File: src/rtl/lsf_pkg.sv
// ----------------------------------------------------------------------------
// lsf_pkg
// Types and constants of the luma 8-tap sub-pel interpolation filter.
// ----------------------------------------------------------------------------
`default_nettype none

package lsf_pkg;

   localparam int NUM_TAPS   = 8;
   localparam int NUM_PHASES = 3;
   localparam int TAP_W      = 16;
   localparam int COEF_W     = 8;
   localparam int SUM_W      = 24;
   localparam int PEL_W      = 12;
   localparam int MID_W      = 16;
   localparam int DEPTH_W    = 4;

   typedef enum logic [1:0] {
      CMD_H_PEL = 2'd0,
      CMD_V_PEL = 2'd1,
      CMD_V_MID = 2'd2
   } cmd_type;

   typedef logic signed [COEF_W-1:0] coef_type;

   localparam coef_type COEF [NUM_PHASES][NUM_TAPS] = '{
      '{-8'sd1, 8'sd4, -8'sd10, 8'sd57, 8'sd19, -8'sd7,  8'sd3, -8'sd1},
      '{-8'sd1, 8'sd4, -8'sd11, 8'sd40, 8'sd40, -8'sd11, 8'sd4, -8'sd1},
      '{-8'sd1, 8'sd3, -8'sd7,  8'sd19, 8'sd57, -8'sd10, 8'sd4, -8'sd1}
   };

   localparam logic [DEPTH_W-1:0] DEPTH_RESET = 4'd8;
   localparam logic [DEPTH_W-1:0] DEPTH_MIN   = 4'd8;
   localparam logic [DEPTH_W-1:0] DEPTH_MAX   = 4'd12;
   localparam logic [4:0]         MID_SH_TOP  = 5'd20;
   localparam int                 PEL_RND     = 32;
   localparam int                 PEL_SH      = 6;

endpackage

`default_nettype wire

File: src/rtl/luma_8tap_subpel_filter.sv
// ----------------------------------------------------------------------------
// luma_8tap_subpel_filter
// Quarter, half and three-quarter 8-tap luma interpolation of one window.
// a request moves through the input, filter sum and result registers in turn,
// and its result strobe rises when the result register is loaded
// throughput: one request per cycle, busy never rises, results are never held
// stages: input register, filter sum register, round and clip result register
// reset clears the valid pipeline and sets the sample depth to 8
// ----------------------------------------------------------------------------
`default_nettype none

module luma_8tap_subpel_filter (
   input  wire logic                clock,
   input  wire logic                reset,
   input  wire logic                start,
   output logic                     busy,
   input  wire logic [1:0]          req_cmd,
   input  wire logic signed [15:0]  req_tap_0,
   input  wire logic signed [15:0]  req_tap_1,
   input  wire logic signed [15:0]  req_tap_2,
   input  wire logic signed [15:0]  req_tap_3,
   input  wire logic signed [15:0]  req_tap_4,
   input  wire logic signed [15:0]  req_tap_5,
   input  wire logic signed [15:0]  req_tap_6,
   input  wire logic signed [15:0]  req_tap_7,
   input  wire logic                csr_we,
   input  wire logic [3:0]          csr_wdata,
   output logic                     rsp_valid,
   output logic [11:0]              rsp_pel_quarter,
   output logic [11:0]              rsp_pel_half,
   output logic [11:0]              rsp_pel_three_quarter,
   output logic signed [15:0]       rsp_mid_quarter,
   output logic signed [15:0]       rsp_mid_half,
   output logic signed [15:0]       rsp_mid_three_quarter
);

   localparam int SW = lsf_pkg::SUM_W;
   localparam int NT = lsf_pkg::NUM_TAPS;
   localparam int NP = lsf_pkg::NUM_PHASES;

   logic [lsf_pkg::DEPTH_W-1:0] pel_depth_ff;

   logic                                   in_vld_ff;
   lsf_pkg::cmd_type                       in_cmd_ff;
   logic signed [lsf_pkg::TAP_W-1:0]       in_tap_ff [NT];
   logic signed [lsf_pkg::TAP_W-1:0]       tap_in [NT];

   logic                                   sum_vld_ff;
   lsf_pkg::cmd_type                       sum_cmd_ff;
   logic signed [SW-1:0]                   sum_ff [NP];
   logic signed [SW-1:0]                   sum_in [NP];

   logic                                   out_vld_ff;
   logic [lsf_pkg::PEL_W-1:0]              pel_ff [NP];
   logic signed [lsf_pkg::MID_W-1:0]       mid_ff [NP];
   logic [lsf_pkg::PEL_W-1:0]              pel_in [NP];
   logic signed [lsf_pkg::MID_W-1:0]       mid_in [NP];

   logic [lsf_pkg::DEPTH_W-1:0]            bd_eff;
   logic [lsf_pkg::PEL_W-1:0]              max_pel;
   logic [2:0]                             sh_h;
   logic [3:0]                             sh_v;
   logic signed [SW-1:0]                   add_mid;
   logic signed [SW-1:0]                   add_v;

   function automatic logic [lsf_pkg::PEL_W-1:0] clip_pel(
      input logic signed [SW-1:0]       v,
      input logic [lsf_pkg::PEL_W-1:0]  maxv
   );
      logic [lsf_pkg::PEL_W-1:0] r;
      if (v[SW-1]) begin
         r = '0;
      end else if ($unsigned(v) > SW'(maxv)) begin
         r = maxv;
      end else begin
         r = v[lsf_pkg::PEL_W-1:0];
      end
      return r;
   endfunction

   assign busy = 1'b0;

   assign tap_in[0] = req_tap_0;
   assign tap_in[1] = req_tap_1;
   assign tap_in[2] = req_tap_2;
   assign tap_in[3] = req_tap_3;
   assign tap_in[4] = req_tap_4;
   assign tap_in[5] = req_tap_5;
   assign tap_in[6] = req_tap_6;
   assign tap_in[7] = req_tap_7;

   // configuration
   always_ff @(posedge clock) begin
      if (reset) begin
         pel_depth_ff <= lsf_pkg::DEPTH_RESET;
      end else if (csr_we) begin
         pel_depth_ff <= csr_wdata;
      end
   end

   // input register
   always_ff @(posedge clock) begin
      if (reset) begin
         in_vld_ff <= 1'b0;
      end else begin
         in_vld_ff <= start && !busy;
      end
   end

   always_ff @(posedge clock) begin
      if (start && !busy) begin
         in_cmd_ff <= lsf_pkg::cmd_type'(req_cmd);
         for (int k = 0; k < NT; k++) begin
            in_tap_ff[k] <= tap_in[k];
         end
      end
   end

   // filter sums
   always_comb begin
      for (int p = 0; p < NP; p++) begin
         sum_in[p] = '0;
         for (int k = 0; k < NT; k++) begin
            sum_in[p] = sum_in[p]
                      + SW'(in_tap_ff[k]) * SW'(lsf_pkg::COEF[p][k]);
         end
      end
   end

   always_ff @(posedge clock) begin
      if (reset) begin
         sum_vld_ff <= 1'b0;
      end else begin
         sum_vld_ff <= in_vld_ff;
      end
   end

   always_ff @(posedge clock) begin
      sum_cmd_ff <= in_cmd_ff;
      for (int p = 0; p < NP; p++) begin
         sum_ff[p] <= sum_in[p];
      end
   end

   // rounding, shifting and clipping
   always_comb begin
      if (pel_depth_ff < lsf_pkg::DEPTH_MIN) begin
         bd_eff = lsf_pkg::DEPTH_MIN;
      end else if (pel_depth_ff > lsf_pkg::DEPTH_MAX) begin
         bd_eff = lsf_pkg::DEPTH_MAX;
      end else begin
         bd_eff = pel_depth_ff;
      end
      max_pel = lsf_pkg::PEL_W'((13'd1 << bd_eff) - 13'd1);
      sh_h    = 3'(bd_eff - lsf_pkg::DEPTH_MIN);
      sh_v    = 4'(lsf_pkg::MID_SH_TOP - {1'b0, bd_eff});
      add_mid = (SW'(1) << sh_h) >>> 1;
      add_v   = SW'(1) << (sh_v - 4'd1);
   end

   always_comb begin
      for (int p = 0; p < NP; p++) begin
         pel_in[p] = '0;
         mid_in[p] = '0;
         unique case (sum_cmd_ff)
            lsf_pkg::CMD_H_PEL: begin
               pel_in[p] = clip_pel((sum_ff[p] + SW'(lsf_pkg::PEL_RND))
                                    >>> lsf_pkg::PEL_SH, max_pel);
               mid_in[p] = lsf_pkg::MID_W'((sum_ff[p] + add_mid) >>> sh_h);
            end
            lsf_pkg::CMD_V_PEL: begin
               pel_in[p] = clip_pel((sum_ff[p] + SW'(lsf_pkg::PEL_RND))
                                    >>> lsf_pkg::PEL_SH, max_pel);
            end
            lsf_pkg::CMD_V_MID: begin
               pel_in[p] = clip_pel((sum_ff[p] + add_v) >>> sh_v, max_pel);
            end
            default: begin
               pel_in[p] = '0;
            end
         endcase
      end
   end

   always_ff @(posedge clock) begin
      if (reset) begin
         out_vld_ff <= 1'b0;
      end else begin
         out_vld_ff <= sum_vld_ff;
      end
   end

   always_ff @(posedge clock) begin
      for (int p = 0; p < NP; p++) begin
         pel_ff[p] <= pel_in[p];
         mid_ff[p] <= mid_in[p];
      end
   end

   assign rsp_valid             = out_vld_ff;
   assign rsp_pel_quarter       = pel_ff[0];
   assign rsp_pel_half          = pel_ff[1];
   assign rsp_pel_three_quarter = pel_ff[2];
   assign rsp_mid_quarter       = mid_ff[0];
   assign rsp_mid_half          = mid_ff[1];
   assign rsp_mid_three_quarter = mid_ff[2];

   // checks
   a_req_gives_rsp: assert property (@(posedge clock) disable iff (reset)
      (start && !busy) |-> ##3 rsp_valid)
      else $error("request did not produce a result three cycles later");

   a_rsp_has_req: assert property (@(posedge clock) disable iff (reset)
      rsp_valid |-> $past(start && !busy, 3))
      else $error("result strobe without a matching request");

   a_vert_mid_zero: assert property (@(posedge clock) disable iff (reset)
      (rsp_valid && $past(req_cmd, 3) != lsf_pkg::CMD_H_PEL) |->
      (rsp_mid_quarter == '0 && rsp_mid_half == '0 && rsp_mid_three_quarter == '0))
      else $error("intermediate output non-zero outside horizontal mode");

   a_pel_clipped: assert property (@(posedge clock) disable iff (reset)
      rsp_valid |-> (rsp_pel_quarter <= max_pel && rsp_pel_half <= max_pel
                     && rsp_pel_three_quarter <= max_pel))
      else $error("pixel output above the clip maximum");

endmodule

`default_nettype wire
File: config.mk
export PLATFORM = sky130hd
export DESIGN_NAME = luma_8tap_subpel_filter
export DESIGN_NICKNAME = d
export VERILOG_FILES = /design/src/rtl/lsf_pkg.sv /design/src/rtl/luma_8tap_subpel_filter.sv
export SDC_FILE = /design/constraint.sdc
export NUM_CORES = 2
export LEC_CHECK = 0
export BUFFER_PORTS_ARGS = -buffer_cell sky130_fd_sc_hd__buf_2
export CAP_MARGIN = 20
export CORE_UTILIZATION = 60
export CTS_BUF_LIST = sky130_fd_sc_hd__clkbuf_16
export CTS_CLUSTER_SIZE = 14
export DETAILED_ROUTE_END_ITERATION = 8
export PLACE_DENSITY = 0.79
export SETUP_SLACK_MARGIN = 0.02
export SLEW_MARGIN = 20
export SYNTH_ARGS = -nofsm -noshare
export SYNTH_HDL_FRONTEND = slang
export SYNTH_SLANG_ARGS = --single-unit
File: constraint.sdc
create_clock -name clock -period 12.5 [get_ports clock]
set_input_delay 3.125 -clock clock [delete_from_list [all_inputs] [get_ports clock]]
set_output_delay 3.125 -clock clock [all_outputs]
set_load 0.01 [all_outputs]
==> impl_metrics.prom <==
# TYPE chip_impl_metric gauge
chip_impl_metric{name="drt_first_pass_iters",unit=""} 8
chip_impl_metric{name="die-width",unit="um"} 286.6
chip_impl_metric{name="portBuffers",unit=""} 222
chip_impl_metric{name="layout.cells.non_filler",unit=""} 6553
chip_impl_metric{name="critPathMaxStageDelay",unit="ns"} 0.81
chip_impl_metric{name="grt_antenna_before_repair",unit=""} 0
chip_impl_metric{name="yosysUniqueCellTypes",unit=""} 97
chip_impl_metric{name="wire_length_reported_by_the_detailed_router",unit="um"} 146300
chip_impl_metric{name="share_of_final_layout_standard_cells_stronger_than_drive_strength_1",unit="%"} 7.196
chip_impl_metric{name="finalWeightedCongestion",unit=""} 1.011
chip_impl_metric{name="ctsHoldBuffers",unit=""} 0
chip_impl_metric{name="slew_viol_final",unit=""} 0
chip_impl_metric{name="netlist_area",unit="um^2"} 48580
chip_impl_metric{name="post_synth.cell_area_avg",unit="um^2"} 9.203
chip_impl_metric{name="ys_ff_latch",unit=""} 295
chip_impl_metric{name="holdWs",unit="ns"} 0.3585
chip_impl_metric{name="avgRoutedWirePerCell",unit="um"} 22.32
chip_impl_metric{name="drt-vias-per-instance",unit=""} 5.823
chip_impl_metric{name="num_rows",unit=""} 103
chip_impl_metric{name="max-cap-violations",unit=""} 0
chip_impl_metric{name="share_of_synthesized_area_occupied_by_flip_flops_and_latches",unit="%"} 14.83
chip_impl_metric{name="path_clk_slew",unit="ns"} 0.07
chip_impl_metric{name="vias",unit=""} 38157
chip_impl_metric{name="worst_pin_slew",unit="ns"} 1.160
chip_impl_metric{name="period_share",unit="%"} 81.63
chip_impl_metric{name="cts_resized",unit=""} 0
chip_impl_metric{name="number_of_instances_in_the_synthesized_netlist",unit=""} 5279
chip_impl_metric{name="die_h",unit="um"} 286.6
chip_impl_metric{name="number_of_global_route_vias_before_repair",unit=""} 39892
chip_impl_metric{name="finalSetupViolations",unit=""} 0
chip_impl_metric{name="grt.total_usage",unit="%"} 36.34
chip_impl_metric{name="syn_to_final_growth",unit="%"} 7.329
chip_impl_metric{name="drcViolationCount",unit=""} 0
chip_impl_metric{name="die-area",unit="um^2"} 82120
chip_impl_info{name="timing.setup.critical_path_class",value="flip-flop to flip-flop"} 1
chip_impl_metric{name="drt_iter0_markers",unit=""} 3228
chip_impl_metric{name="setup_total_negative_slack",unit="ns"} 0
chip_impl_metric{name="htreeDepth",unit=""} 2
chip_impl_metric{name="synth-warning-count",unit=""} 0
chip_impl_metric{name="placedCellCount",unit=""} 6486
chip_impl_metric{name="finalCriticalPeriod",unit="ns"} 10.20
chip_impl_metric{name="cts_made_buffers",unit=""} 36
chip_impl_metric{name="grt_start_max_net_pins",unit=""} 137
chip_impl_metric{name="highest_achievable_clock_rate",unit="MHz"} 98.00
chip_impl_metric{name="antennaDiodeCount",unit=""} 0
chip_impl_metric{name="synth_edf_count",unit=""} 130
chip_impl_info{name="hold_path.class",value="flip-flop to flip-flop"} 1
chip_impl_metric{name="ios",unit=""} 224
chip_impl_metric{name="final_net_count",unit=""} 6979
chip_impl_info{name="run_status",value="finished clean"} 1
chip_impl_metric{name="synthArstFlopShare",unit="%"} 0
chip_impl_metric{name="required",unit="ns"} 12.99
chip_impl_metric{name="maximum_clock_path_buffer_count",unit=""} 3
chip_impl_metric{name="cp_max_fo",unit=""} 4
chip_impl_metric{name="rel_slew_slack",unit="%"} 21.56
chip_impl_metric{name="post_cts_buffers",unit=""} 0
chip_impl_metric{name="grt_pass1_wl",unit="um"} 226100
chip_impl_info{name="slowest_stage",value="o41ai_1"} 1
chip_impl_metric{name="antenna_left",unit=""} 0
chip_impl_metric{name="worstPathArrival",unit="ns"} 10.70
chip_impl_metric{name="clock_skew",unit="ns"} 0.03624
chip_impl_info{name="tritoncts",value="done"} 1
chip_impl_metric{name="core",unit="um^2"} 79520
chip_impl_info{name="clockRootBuffer",value="clkbuf_16"} 1
chip_impl_metric{name="grt_overflow_total",unit=""} 0
chip_impl_info{name="rsz0062_at_grt",value="no"} 1
chip_impl_info{name="crit_path_start_kind",value="flip-flop"} 1
chip_impl_metric{name="final_hold_viol_count",unit=""} 0
chip_impl_info{name="dominantRegCellSynth",value="dfxtp_1"} 1
chip_impl_metric{name="floorplan.initialDensity",unit="%"} 61.10
chip_impl_metric{name="clk_latency",unit="ns"} 0.62
chip_impl_info{name="timing.critical_path.to_type",value="flip-flop"} 1
chip_impl_metric{name="place_hpwl",unit="um"} 121000
chip_impl_metric{name="clock_sink_count",unit=""} 295
-- state kept, by name, indices dropped and copies added (netlist names) --
name	count
rsp_valid	1
pel_depth_ff	4
pel_ff	36
sum_cmd_ff	2
sum_vld_ff	1
sum_ff	72
mid_ff	48
in_cmd_ff	2
in_vld_ff	1
in_tap_ff	128
-- path summary, 6_finish.rpt --
kind	start	endpoint	slack [ns]	depth (start not counted)
setup / recovery	in_tap_ff[1][17]$_DFFE_PP_	sum_ff[0][71]$_DFF_P_	2.30	37
setup reg to reg	in_tap_ff[1][17]$_DFFE_PP_	sum_ff[0][71]$_DFF_P_	2.30	37
hold reg to reg	in_cmd_ff[1]$_DFFE_PP_	sum_cmd_ff[1]$_DFF_P_	0.36	0
hold / removal	in_cmd_ff[1]$_DFFE_PP_	sum_cmd_ff[1]$_DFF_P_	0.36	0
-- cells in the mapped netlist, types with 26 or more instances --
library cell  count  share of area (%)
o211ai_1         32               0.49
nand2_1         241                1.9
o21bai_1         26               0.40
and2_1           30               0.39
fa_1            669                 28
xnor2_1         234                4.2
a21oi_1         255                2.6
and3_1           36               0.46
o21ai_0         171                1.8
nor3_1           87               0.90
a21o_1           81                1.3
nor2_1          270                2.1
edfxtp_1        130                8.0
nand3_1          92               0.95
mux2i_1          55                1.1
a31oi_1          28               0.36
clkbuf_1        114               0.88
xor2_1          116                2.1
o21a_1           29               0.45
nand2b_1         30               0.39
inv_1          1214                9.4
dfxtp_1         165                6.8
a211oi_1         49               0.76
ha_1            697                 18
nor2b_1          37               0.48
-- cell usage in the layout (no fill, tap or decap), types with 10 or more instances in the layout --
master        n
a211o_1      18
a211oi_1     49
a21boi_0     11
a21o_1       81
a21oi_1     255
a22oi_1      10
a31o_2       12
a31oi_1      28
and2_1       30
and3_1       36
buf_2       221
buf_4        41
clkbuf_16    37
conb_1       51
dfxtp_1     165
edfxtp_1    130
fa_1        669
ha_1        697
inv_1      1216
mux2_2       20
mux2i_1      55
nand2_1     241
nand2b_1     30
nand3_1      92
nand4_1      23
nor2_1      270
nor2b_1      37
nor3_1       87
o211ai_1     32
o21a_1       29
o21ai_0     171
o21bai_1     26
o22ai_1      25
o31ai_1      12
or2_2        25
or3_1        18
xnor2_1     234
xor2_1      116
-- metrics by stage --
stage	utilization (%)	worst slack [ns]	cell area [um^2]
6_report	65.58	2.296	52150
5_1_grt	65.58	1.857	52150
4_1_cts	65.57	2.449	52140
3_5_place_dp	63.98	2.456	50880
3_3_place_gp	63.98	2.651	50880
2_1_floorplan	-	3.715	48770
-- routing by layer --
| layer | routed length, um | vias up | GRT usage (%) |
|---|---|---|---|
| li1 | - | 17443 | - |
| met1 | 58340 | 18640 | 46.58 |
| met2 | 68180 | 1708 | 60.19 |
| met3 | 12510 | 366 | 6.216 |
| met4 | 7238 | 0 | 16.35 |
| met5 | 0 | - | 0 |
-- critical path: cells and delay by family, from the launching register on --
kind                     cells  cell delay, ns
AND/OR/NAND/NOR              2            0.22
AO/OA/AOI/OAI               13            3.37
adder cells (fa/ha/maj)     12            5.27
flip-flops                   1            0.41
XOR/XNOR                     2            0.33
buffers and inverters        8            0.50
-- final cells by class --
class	count	area [um^2]
multi-input combinational	3660	36340
fill	6514	27370
sequential	295	7207
inverter	1217	4568
timing repair buffer	265	1450
tap	1050	1314
clock buffer	37	925.9
clock inverter	29	339.1
-- cell families after synthesis --
group           after synthesis  synth area share (%)
fa+ha+maj                  1369                 45.58
flops                       295                 14.83
mux                          76                 1.643
simple gates                934                 9.109
other cells                   2               0.01546
buf+inv                    1373                 10.75
xor+xnor                    350                 6.310
compound gates              880                 11.76
Power is left out: the tool's default activity adds up to more than one toggle a clock period on the data nets, which glitch-free logic cannot reach.
